`src/rtl/core/tts_pkg.sv`:
```
// Shared types and constants of the timed task slot scheduler.
// No dependencies; every other file of the block but tts_ram imports this package.
`timescale 1ns / 1ps
package tts_pkg;

    localparam int NUM_SLOTS     = 64;
    localparam int SLOT_W        = $clog2(NUM_SLOTS);
    localparam int HANDLER_BITS  = 16;
    localparam int TIME_BITS     = 32;
    localparam int STATUS_BITS   = 32;
    localparam int OPCODE_BITS   = 4;
    localparam int INDEX_BITS    = 6;

    localparam logic [OPCODE_BITS-1:0] OP_IMM        = 4'd0;
    localparam logic [OPCODE_BITS-1:0] OP_DEL        = 4'd1;
    localparam logic [OPCODE_BITS-1:0] OP_PER        = 4'd2;
    localparam logic [OPCODE_BITS-1:0] OP_IMM_UNIQUE = 4'd3;
    localparam logic [OPCODE_BITS-1:0] OP_DEL_UNIQUE = 4'd4;
    localparam logic [OPCODE_BITS-1:0] OP_SET_STATUS = 4'd5;
    localparam logic [OPCODE_BITS-1:0] OP_ABORT      = 4'd6;
    localparam logic [OPCODE_BITS-1:0] OP_TICK       = 4'd7;
    localparam logic [OPCODE_BITS-1:0] OP_INIT       = 4'd8;

    typedef enum logic [1:0] {
        KIND_FREE,
        KIND_IMM,
        KIND_DEL,
        KIND_PER
    } t_slot_kind;

    typedef enum logic [1:0] {
        RES_REPLY,
        RES_FIRED,
        RES_EMPTY,
        RES_ACK
    } t_res_kind;

    typedef struct packed {
        t_slot_kind              kind;
        logic [HANDLER_BITS-1:0] handler;
        logic [TIME_BITS-1:0]    limit;
        logic [TIME_BITS-1:0]    elapsed;
        logic [STATUS_BITS-1:0]  status;
    } t_slot_entry;

    localparam int ENTRY_W = $bits(t_slot_entry);

    typedef struct packed {
        logic [OPCODE_BITS-1:0]     opcode;
        logic [HANDLER_BITS-1:0]    handler_id;
        logic [TIME_BITS-1:0]       time_value;
        logic signed [STATUS_BITS-1:0] status_value;
        logic [INDEX_BITS-1:0]      slot_index;
        logic [TIME_BITS-1:0]       now_time;
    } t_in_item;

    typedef struct packed {
        t_res_kind                  kind;
        logic                       accepted;
        logic [INDEX_BITS-1:0]      out_slot;
        logic [HANDLER_BITS-1:0]    fired_handler;
        logic signed [STATUS_BITS-1:0] fired_status;
        logic                       last;
    } t_out_item;

    typedef enum logic [2:0] {
        ST_IDLE,
        ST_DISPATCH,
        ST_READ,
        ST_EVAL,
        ST_REPLY,
        ST_FLUSH
    } t_state;

    typedef struct packed {
        logic load_req;
        logic ram_write;
        logic found_set;
        logic idx_inc;
        logic tick_step;
        logic load_reply;
        logic load_flush;
    } t_cmd;

    typedef struct packed {
        logic op_sched;
        logic op_unique;
        logic op_tick;
        logic op_status_ok;
        logic idx_last;
        logic hit_match;
        logic hit_free;
        logic found_valid;
        logic fire;
        logic hold_valid;
        logic out_free;
    } t_stat;

endpackage

```
`src/rtl/core/tts_ctrl.sv`:
```
// Sequencer of the scheduler: walks the slot table for scans and ticks.
// Depends on tts_pkg; drives the datapath in tts_dpath.
`timescale 1ns / 1ps
module tts_ctrl (
    input  logic           i_clk,
    input  logic           i_rst_n,
    input  logic           i_in_valid,
    output logic           o_in_ready,
    input  tts_pkg::t_stat i_stat,
    output tts_pkg::t_cmd  o_cmd
);
    import tts_pkg::*;

    t_state r_state;
    t_state n_state;

    always_ff @(posedge i_clk) begin
        if (!i_rst_n) begin
            r_state <= ST_IDLE;
        end else begin
            r_state <= n_state;
        end
    end

    always_comb begin
        n_state    = r_state;
        o_cmd      = '0;
        o_in_ready = 1'b0;
        case (r_state)
            ST_IDLE: begin
                o_in_ready = 1'b1;
                if (i_in_valid) begin
                    o_cmd.load_req = 1'b1;
                    n_state        = ST_DISPATCH;
                end
            end
            ST_DISPATCH: begin
                if (i_stat.op_sched || i_stat.op_tick || i_stat.op_status_ok) begin
                    n_state = ST_READ;
                end else begin
                    n_state = ST_REPLY;
                end
            end
            ST_READ: begin
                n_state = ST_EVAL;
            end
            ST_EVAL: begin
                if (i_stat.op_tick) begin
                    // A second firing task can only be taken once the held one moves out.
                    if (!(i_stat.fire && i_stat.hold_valid && !i_stat.out_free)) begin
                        o_cmd.ram_write = 1'b1;
                        o_cmd.tick_step = 1'b1;
                        if (i_stat.idx_last) begin
                            n_state = ST_FLUSH;
                        end else begin
                            o_cmd.idx_inc = 1'b1;
                            n_state       = ST_READ;
                        end
                    end
                end else if (i_stat.op_sched) begin
                    if (i_stat.hit_match || (i_stat.hit_free && !i_stat.found_valid)) begin
                        o_cmd.found_set = 1'b1;
                    end
                    if (i_stat.hit_match || (i_stat.hit_free && !i_stat.op_unique)
                            || i_stat.idx_last) begin
                        n_state = ST_REPLY;
                    end else begin
                        o_cmd.idx_inc = 1'b1;
                        n_state       = ST_READ;
                    end
                end else begin
                    o_cmd.ram_write = 1'b1;
                    n_state         = ST_REPLY;
                end
            end
            ST_REPLY: begin
                if (i_stat.out_free) begin
                    o_cmd.load_reply = 1'b1;
                    o_cmd.ram_write  = i_stat.op_sched && i_stat.found_valid;
                    n_state          = ST_IDLE;
                end
            end
            ST_FLUSH: begin
                if (i_stat.out_free) begin
                    o_cmd.load_flush = 1'b1;
                    n_state          = ST_IDLE;
                end
            end
            default: begin
                n_state = ST_IDLE;
            end
        endcase
    end
endmodule

```
`config.mk`:
```
export PLATFORM = sky130hd
export DESIGN_NAME = tts_ctrl
export DESIGN_NICKNAME = d
export VERILOG_FILES = /design/src/rtl/core/tts_pkg.sv /design/src/rtl/core/tts_ctrl.sv
export SDC_FILE = /design/constraint.sdc
export NUM_CORES = 1
export LEC_CHECK = 0
export ABC_AREA = 1
export BUFFER_PORTS_ARGS = -buffer_cell sky130_fd_sc_hd__buf_2
export CAP_MARGIN = 30
export CORE_AREA = 8 8 45 47
export CTS_CLUSTER_SIZE = 40
export DETAILED_ROUTE_END_ITERATION = 7
export DIE_AREA = 0 0 53 55
export HOLD_SLACK_MARGIN = 0.06
export PLACE_DENSITY_LB_ADDON = 0.12
export SLEW_MARGIN = 5
export SYNTH_ARGS = -nofsm -noshare
export SYNTH_HDL_FRONTEND = slang
export SYNTH_SLANG_ARGS = --single-unit
```
`constraint.sdc`:
```
create_clock -name i_clk -period 1.25 [get_ports i_clk]
set_clock_uncertainty 0.05 [all_clocks]
set_input_delay 0.125 -clock i_clk [delete_from_list [all_inputs] [get_ports i_clk]]
set_output_delay 0.125 -clock i_clk [all_outputs]
set_load 0.01 [all_outputs]
```
== Yosys cells after proc, flatten, opt, wreduce, memory -nomap -nowiden ==
Cells that the tools add are included.

* Logic and storage cells: 54
* Bits in latches: 0
* ROM bits: 0
* Bits in writable memories: 0
* Bits of input ports: 14
* Output and inout port bits: 8
* Memories kept: 0
* Bits in registers: 3

* Bitwise gates (word level): 0
* Magnitude comparators: 0
* Equality and inequality tests: 8
* Muxes and demuxes: 29
* Shifts and indexed selects: 0
* Div/mod/pow operators: 0
* Multipliers: 0
* Add/subtract/negate cells: 0
* Reduce and logical (&&, ||, !) cells: 16

{| class="wikitable"
|+ Operator list
! kind !! count
|-
| 2-to-1 mux 3 bit || 9
|-
| 2-to-1 mux 1 bit || 16
|-
| case mux 3 bit (5 select lines) || 1
|-
| equality test 3 x 2 -> 1 bit, second input constant || 2
|-
| equality test 3 bit, second input constant || 2
|-
| logical AND 1 bit || 5
|-
| logical OR 1 bit || 5
|-
| 2-to-1 mux 2 bit || 2
|-
| equality test 3 x 1 -> 1 bit, second input constant || 1
|-
| zero test 1 bit || 3
|-
| zero test 3 bit || 1
|-
| inequality test 3 bit, second input constant || 1
|-
| AND reduction 3 bit || 1
|-
| inequality test 2 x 1 -> 1 bit, second input constant || 1
|-
| inequality test 2 bit, second input constant || 1
|-
| case mux 1 bit (2 select lines) || 1
|-
| OR reduction 2 bit || 1
|}

== Logic depth before layout (Yosys ltp) ==
* Depth in word-level cells: 8
* Gate-level depth with buffers: 9
* Mapped depth without buffers: 9

== Worst setup path after synthesis ==
No wires, ideal clock.

* Path kind: reg-to-output
* Start point: reg r_state[0]
* End point: out o_cmd[4] (netlist name)
* Slack: 0.121 ns
* Buffers on the path: 0
* Data arrival time: 0.954 ns
* Data required time: 1.075 ns
* Stages on the path, launching flop included: 3
* Cells stage by stage: dfxtp_1 > nand3_4 > nor4_1

{| class="wikitable"
|+ RTL lines
! item !! RTL line !! RTL
|-
| start: declaration || tts_ctrl.sv:14 || <nowiki>t_state r_state;</nowiki>
|-
| start signal: assignment || tts_ctrl.sv:21 || <nowiki>r_state <= n_state;</nowiki>
|-
| end: declaration || tts_ctrl.sv:10 || <nowiki>output tts_pkg::t_cmd o_cmd</nowiki>
|}

==> run summary <==
- finished, violations left — result of the run
- setup timing — failing checks
- sky130_fd_sc_hd__clkbuf_4 — cell at the root of the clock tree
- in2reg — class of the tightest hold or removal check
- 0.257 — initial core utilization
- 0.403 mV — worst IR drop on VDD
- 0.04 ns — clock transition time at the flip-flop clock pins of the worst setup and hold paths
- 11.0 um — mean routed wirelength per cell
- yes — unrepaired setup endpoints after global routing
- 3 — number of flip-flops under the largest register name
- 113 — total number of nets in the final design
- 1.03 — Period Utilization, post-route
- r_state x3 — largest registers
- 18 — unique cell type count in the Yosys netlist
- 96.1% — Area growth, synth to finish
- 1 — H-tree levels
- 21 — Port Buf Inserts
- 0.169 — sequential-to-total area share from yosys stat
- 5 — number of design-rule violations left by the first detailed-router iteration
- 0.303 — part of the power in the clock network
- 0.37 ns — largest incremental delay on the critical path
- sky130_fd_sc_hd__nand3_2 — Most Frequent Cell on Critical Path
- 2.04 mm — first-pass GRT wire length
- 0.784 — final RePlAce weighted congestion
- 0.000348 W — internal portion of total power
- 63 — Syn Inst Count
- reg2out — category of the critical setup timing path
- 2 — maximum buffer depth of the clock tree
- 3 — first-pass iteration count of the detailed router
- buf_6 > nand3_2 > inv_2 > nand3_2 > o31ai_2 > buf_2 — worst-path cell chain
- 320 sq um — area used by multi-input combinational logic
- 488 sq um — post-detailed-placement cell area
- 0.23 ns — insertion delay of the later-clocked pin in the worst-skew pair
- 1.29 ns — minimum period implied by the final worst setup slack
- r_state — largest reg by FF count
- 2920 sq um — full die area
- 0.387 — Switching Share
- 1.11 ns — critical path arrival
- 505 — vias in the first global route
- 0 — Antenna Nets Post-Route
- 0.633 — share of layout cells above drive strength 1
- primary output — endpoint type of the worst setup path
- 776 MHz — Max Clock Freq
- 3 — synthesis-stage register bit count
- 6 — largest net degree at the start of global routing
- 77 — post-synth net total
- 903 um — placed wire-length estimate after detailed placement
- 0 — Yosys warnings
- 816 nW/um^2 — pwr dens
- -0.0393 ns — post-layout worst setup margin
- 22 — number of placed I/O pins
- r_state[0] — reg-to-reg startpoint
- 3 — Sink Count
- 0.347 ns — actual slew at the worst max-slew pin
- flip-flop — sort of element at the start of the critical path
- r_state[2] — Critical Path Start
- 71.3 sq um — Sequential cell area
- 697 sq um — final design area excluding fillers
- 14 — placement row count
- 0 — final hold vios
- 0 — Max Cap Violations
- 0.466 — relative contribution of combinational cells to total power
- 53 um — width of the die
- 4 — CP max FO
- 0.000568 W — final total power
- 355 sq um — total standard cell area after synthesis
- 0 — Max Slew Vio Count
- 1.08 ns — required arrival time at the worst endpoint
- 0.0907 — Total GRT Usage
- 6 — total of endpoints with negative setup slack in the final report
- 155 — Filler Cell Count
- 0 — global route total overflow
- 0.232 — Seq pwr share
- 4.40 — detailed-route vias per instance
- i_rst_n — launch instance of the worst min-delay path
- 1.26 mm — drt total wl
- 0 — antenna violations before repair
- 5.64 sq um — synthesized area per cell
- 0 — number of diodes
- 0.766 — relative slew slack
- 1380 sq um — CORE AREA
- sky130_fd_sc_hd__dfxtp_4 — cell at the slowest stage of the critical path
- 0.000220 W — switching power of the nets
- 0 — remaining routing DRC violations
- done — TritonCTS clock tree
- 0.379 nW — leakage dissipation
- 502 — via count of the routed design
- 3 — Num CTS Buffers
- 55 um — die height
placed cells by master (no fill, tap or decap), types with 2 or more instances in the layout:
| cell type | instances |
|---|---|
| sky130_fd_sc_hd__inv_2 | 5 |
| sky130_fd_sc_hd__dfxtp_4 | 3 |
| sky130_fd_sc_hd__nand3_2 | 4 |
| sky130_fd_sc_hd__nor3_4 | 2 |
| sky130_fd_sc_hd__clkbuf_4 | 3 |
| sky130_fd_sc_hd__nand3_1 | 2 |
| sky130_fd_sc_hd__buf_6 | 4 |
| sky130_fd_sc_hd__nor2_4 | 3 |
| sky130_fd_sc_hd__buf_4 | 8 |
| sky130_fd_sc_hd__a21oi_1 | 2 |
| sky130_fd_sc_hd__inv_1 | 7 |
| sky130_fd_sc_hd__a21oi_2 | 3 |
| sky130_fd_sc_hd__nand2_2 | 2 |
| sky130_fd_sc_hd__buf_2 | 19 |
| sky130_fd_sc_hd__nor2_1 | 6 |
| sky130_fd_sc_hd__clkinv_1 | 2 |
| sky130_fd_sc_hd__nand2_4 | 2 |
| sky130_fd_sc_hd__nand2_1 | 13 |
critical path: cells and delay by family (launching register included):
| family | cells | cell delay [ns] |
|---|---|---|
| buf+inv | 3 | 0.32 |
| flops | 1 | 0.37 |
| simple gates | 2 | 0.13 |
| compound gates | 1 | 0.05 |
cell families (layout without fill, tap and decap cells):
family	count (synthesis)	count (layout)	synth area share
flip-flops	3	3	0.169
buffers and inverters	15	50	0.158
AO/OA/AOI/OAI	8	8	0.127
AND/OR/NAND/NOR	37	37	0.546
power groups by stage:
stage               combinational [W]  sequential (W)  clock, W
floorplan                    0.000119        0.000126         0
global placement             0.000183        0.000129         0
detailed placement           0.000181        0.000130         0
CTS                          0.000225        0.000131  0.000173
global route                 0.000294        0.000133  0.000182
finish                       0.000265        0.000132  0.000172
metrics by stage:
stage                     TNS, ns  hold slack, ns  cells  utilization  worst slack (ns)
after global routing       -0.720           0.137    114        0.504            -0.104
final                      -0.130           0.126    114        0.504           -0.0393
after CTS                  -0.160           0.109    111        0.443           -0.0466
after global placement          0           0.344    101        0.353            0.0222
after floorplan                 0           0.226     63            -             0.121
after detailed placement        0           0.349    101        0.353            0.0267
cells in the mapped netlist:
cell | n | area (sq um)
sky130_fd_sc_hd__nand2_1 | 15 | 56.3
sky130_fd_sc_hd__inv_1 | 7 | 26.3
sky130_fd_sc_hd__nor2_1 | 7 | 26.3
sky130_fd_sc_hd__inv_2 | 6 | 22.5
sky130_fd_sc_hd__a21oi_1 | 5 | 25.0
sky130_fd_sc_hd__nand3_1 | 5 | 25.0
sky130_fd_sc_hd__dfxtp_1 | 3 | 60.1
sky130_fd_sc_hd__clkinv_1 | 2 | 7.51
sky130_fd_sc_hd__nand2_2 | 2 | 12.5
sky130_fd_sc_hd__nor2_2 | 2 | 12.5
sky130_fd_sc_hd__o31ai_1 | 2 | 15.0
sky130_fd_sc_hd__nand3_2 | 1 | 10.0
sky130_fd_sc_hd__nand3_4 | 1 | 17.5
sky130_fd_sc_hd__nand4_1 | 1 | 6.26
sky130_fd_sc_hd__nor3_1 | 1 | 5.00
sky130_fd_sc_hd__nor3_4 | 1 | 16.3
sky130_fd_sc_hd__nor4_1 | 1 | 6.26
sky130_fd_sc_hd__o21ai_0 | 1 | 5.00
per-layer routing:
metal / share of wire / vias up / GRT usage
li1: - / 269 / -
met1: 0.40 / 222 / 0.0912
met2: 0.55 / 11 / 0.172
met3: 0.050 / 0 / 0.0241
met4: 0 / 0 / 0.0388
met5: 0 / - / 0
layout make-up:
class,count,share of cell area
sequential,3,0.102
clock buffer,4,0.0377
tap,16,0.0287
timing repair buffer,31,0.287
inverter,15,0.0844
multi-input combinational,45,0.460
worst paths after layout:
kind                                   end  slack [ns]  cells past startpoint
worst min-delay path            r_state[1]        0.13                      3
worst min register to register  r_state[0]        0.48                      2
worst max register to register  r_state[2]           0                      7
worst max-delay path              o_cmd[5]       -0.04                      6
timing repair:
item | in CTS | in global routing
pin swaps | 5 | 6
endpoints found under the setup margin | 7 | 10
gates resized for setup | 15 | 15
setup buffers | 6 | 3
hold buffers | 0 | 0
No activity file was read; power rests on OpenSTA's default activity.
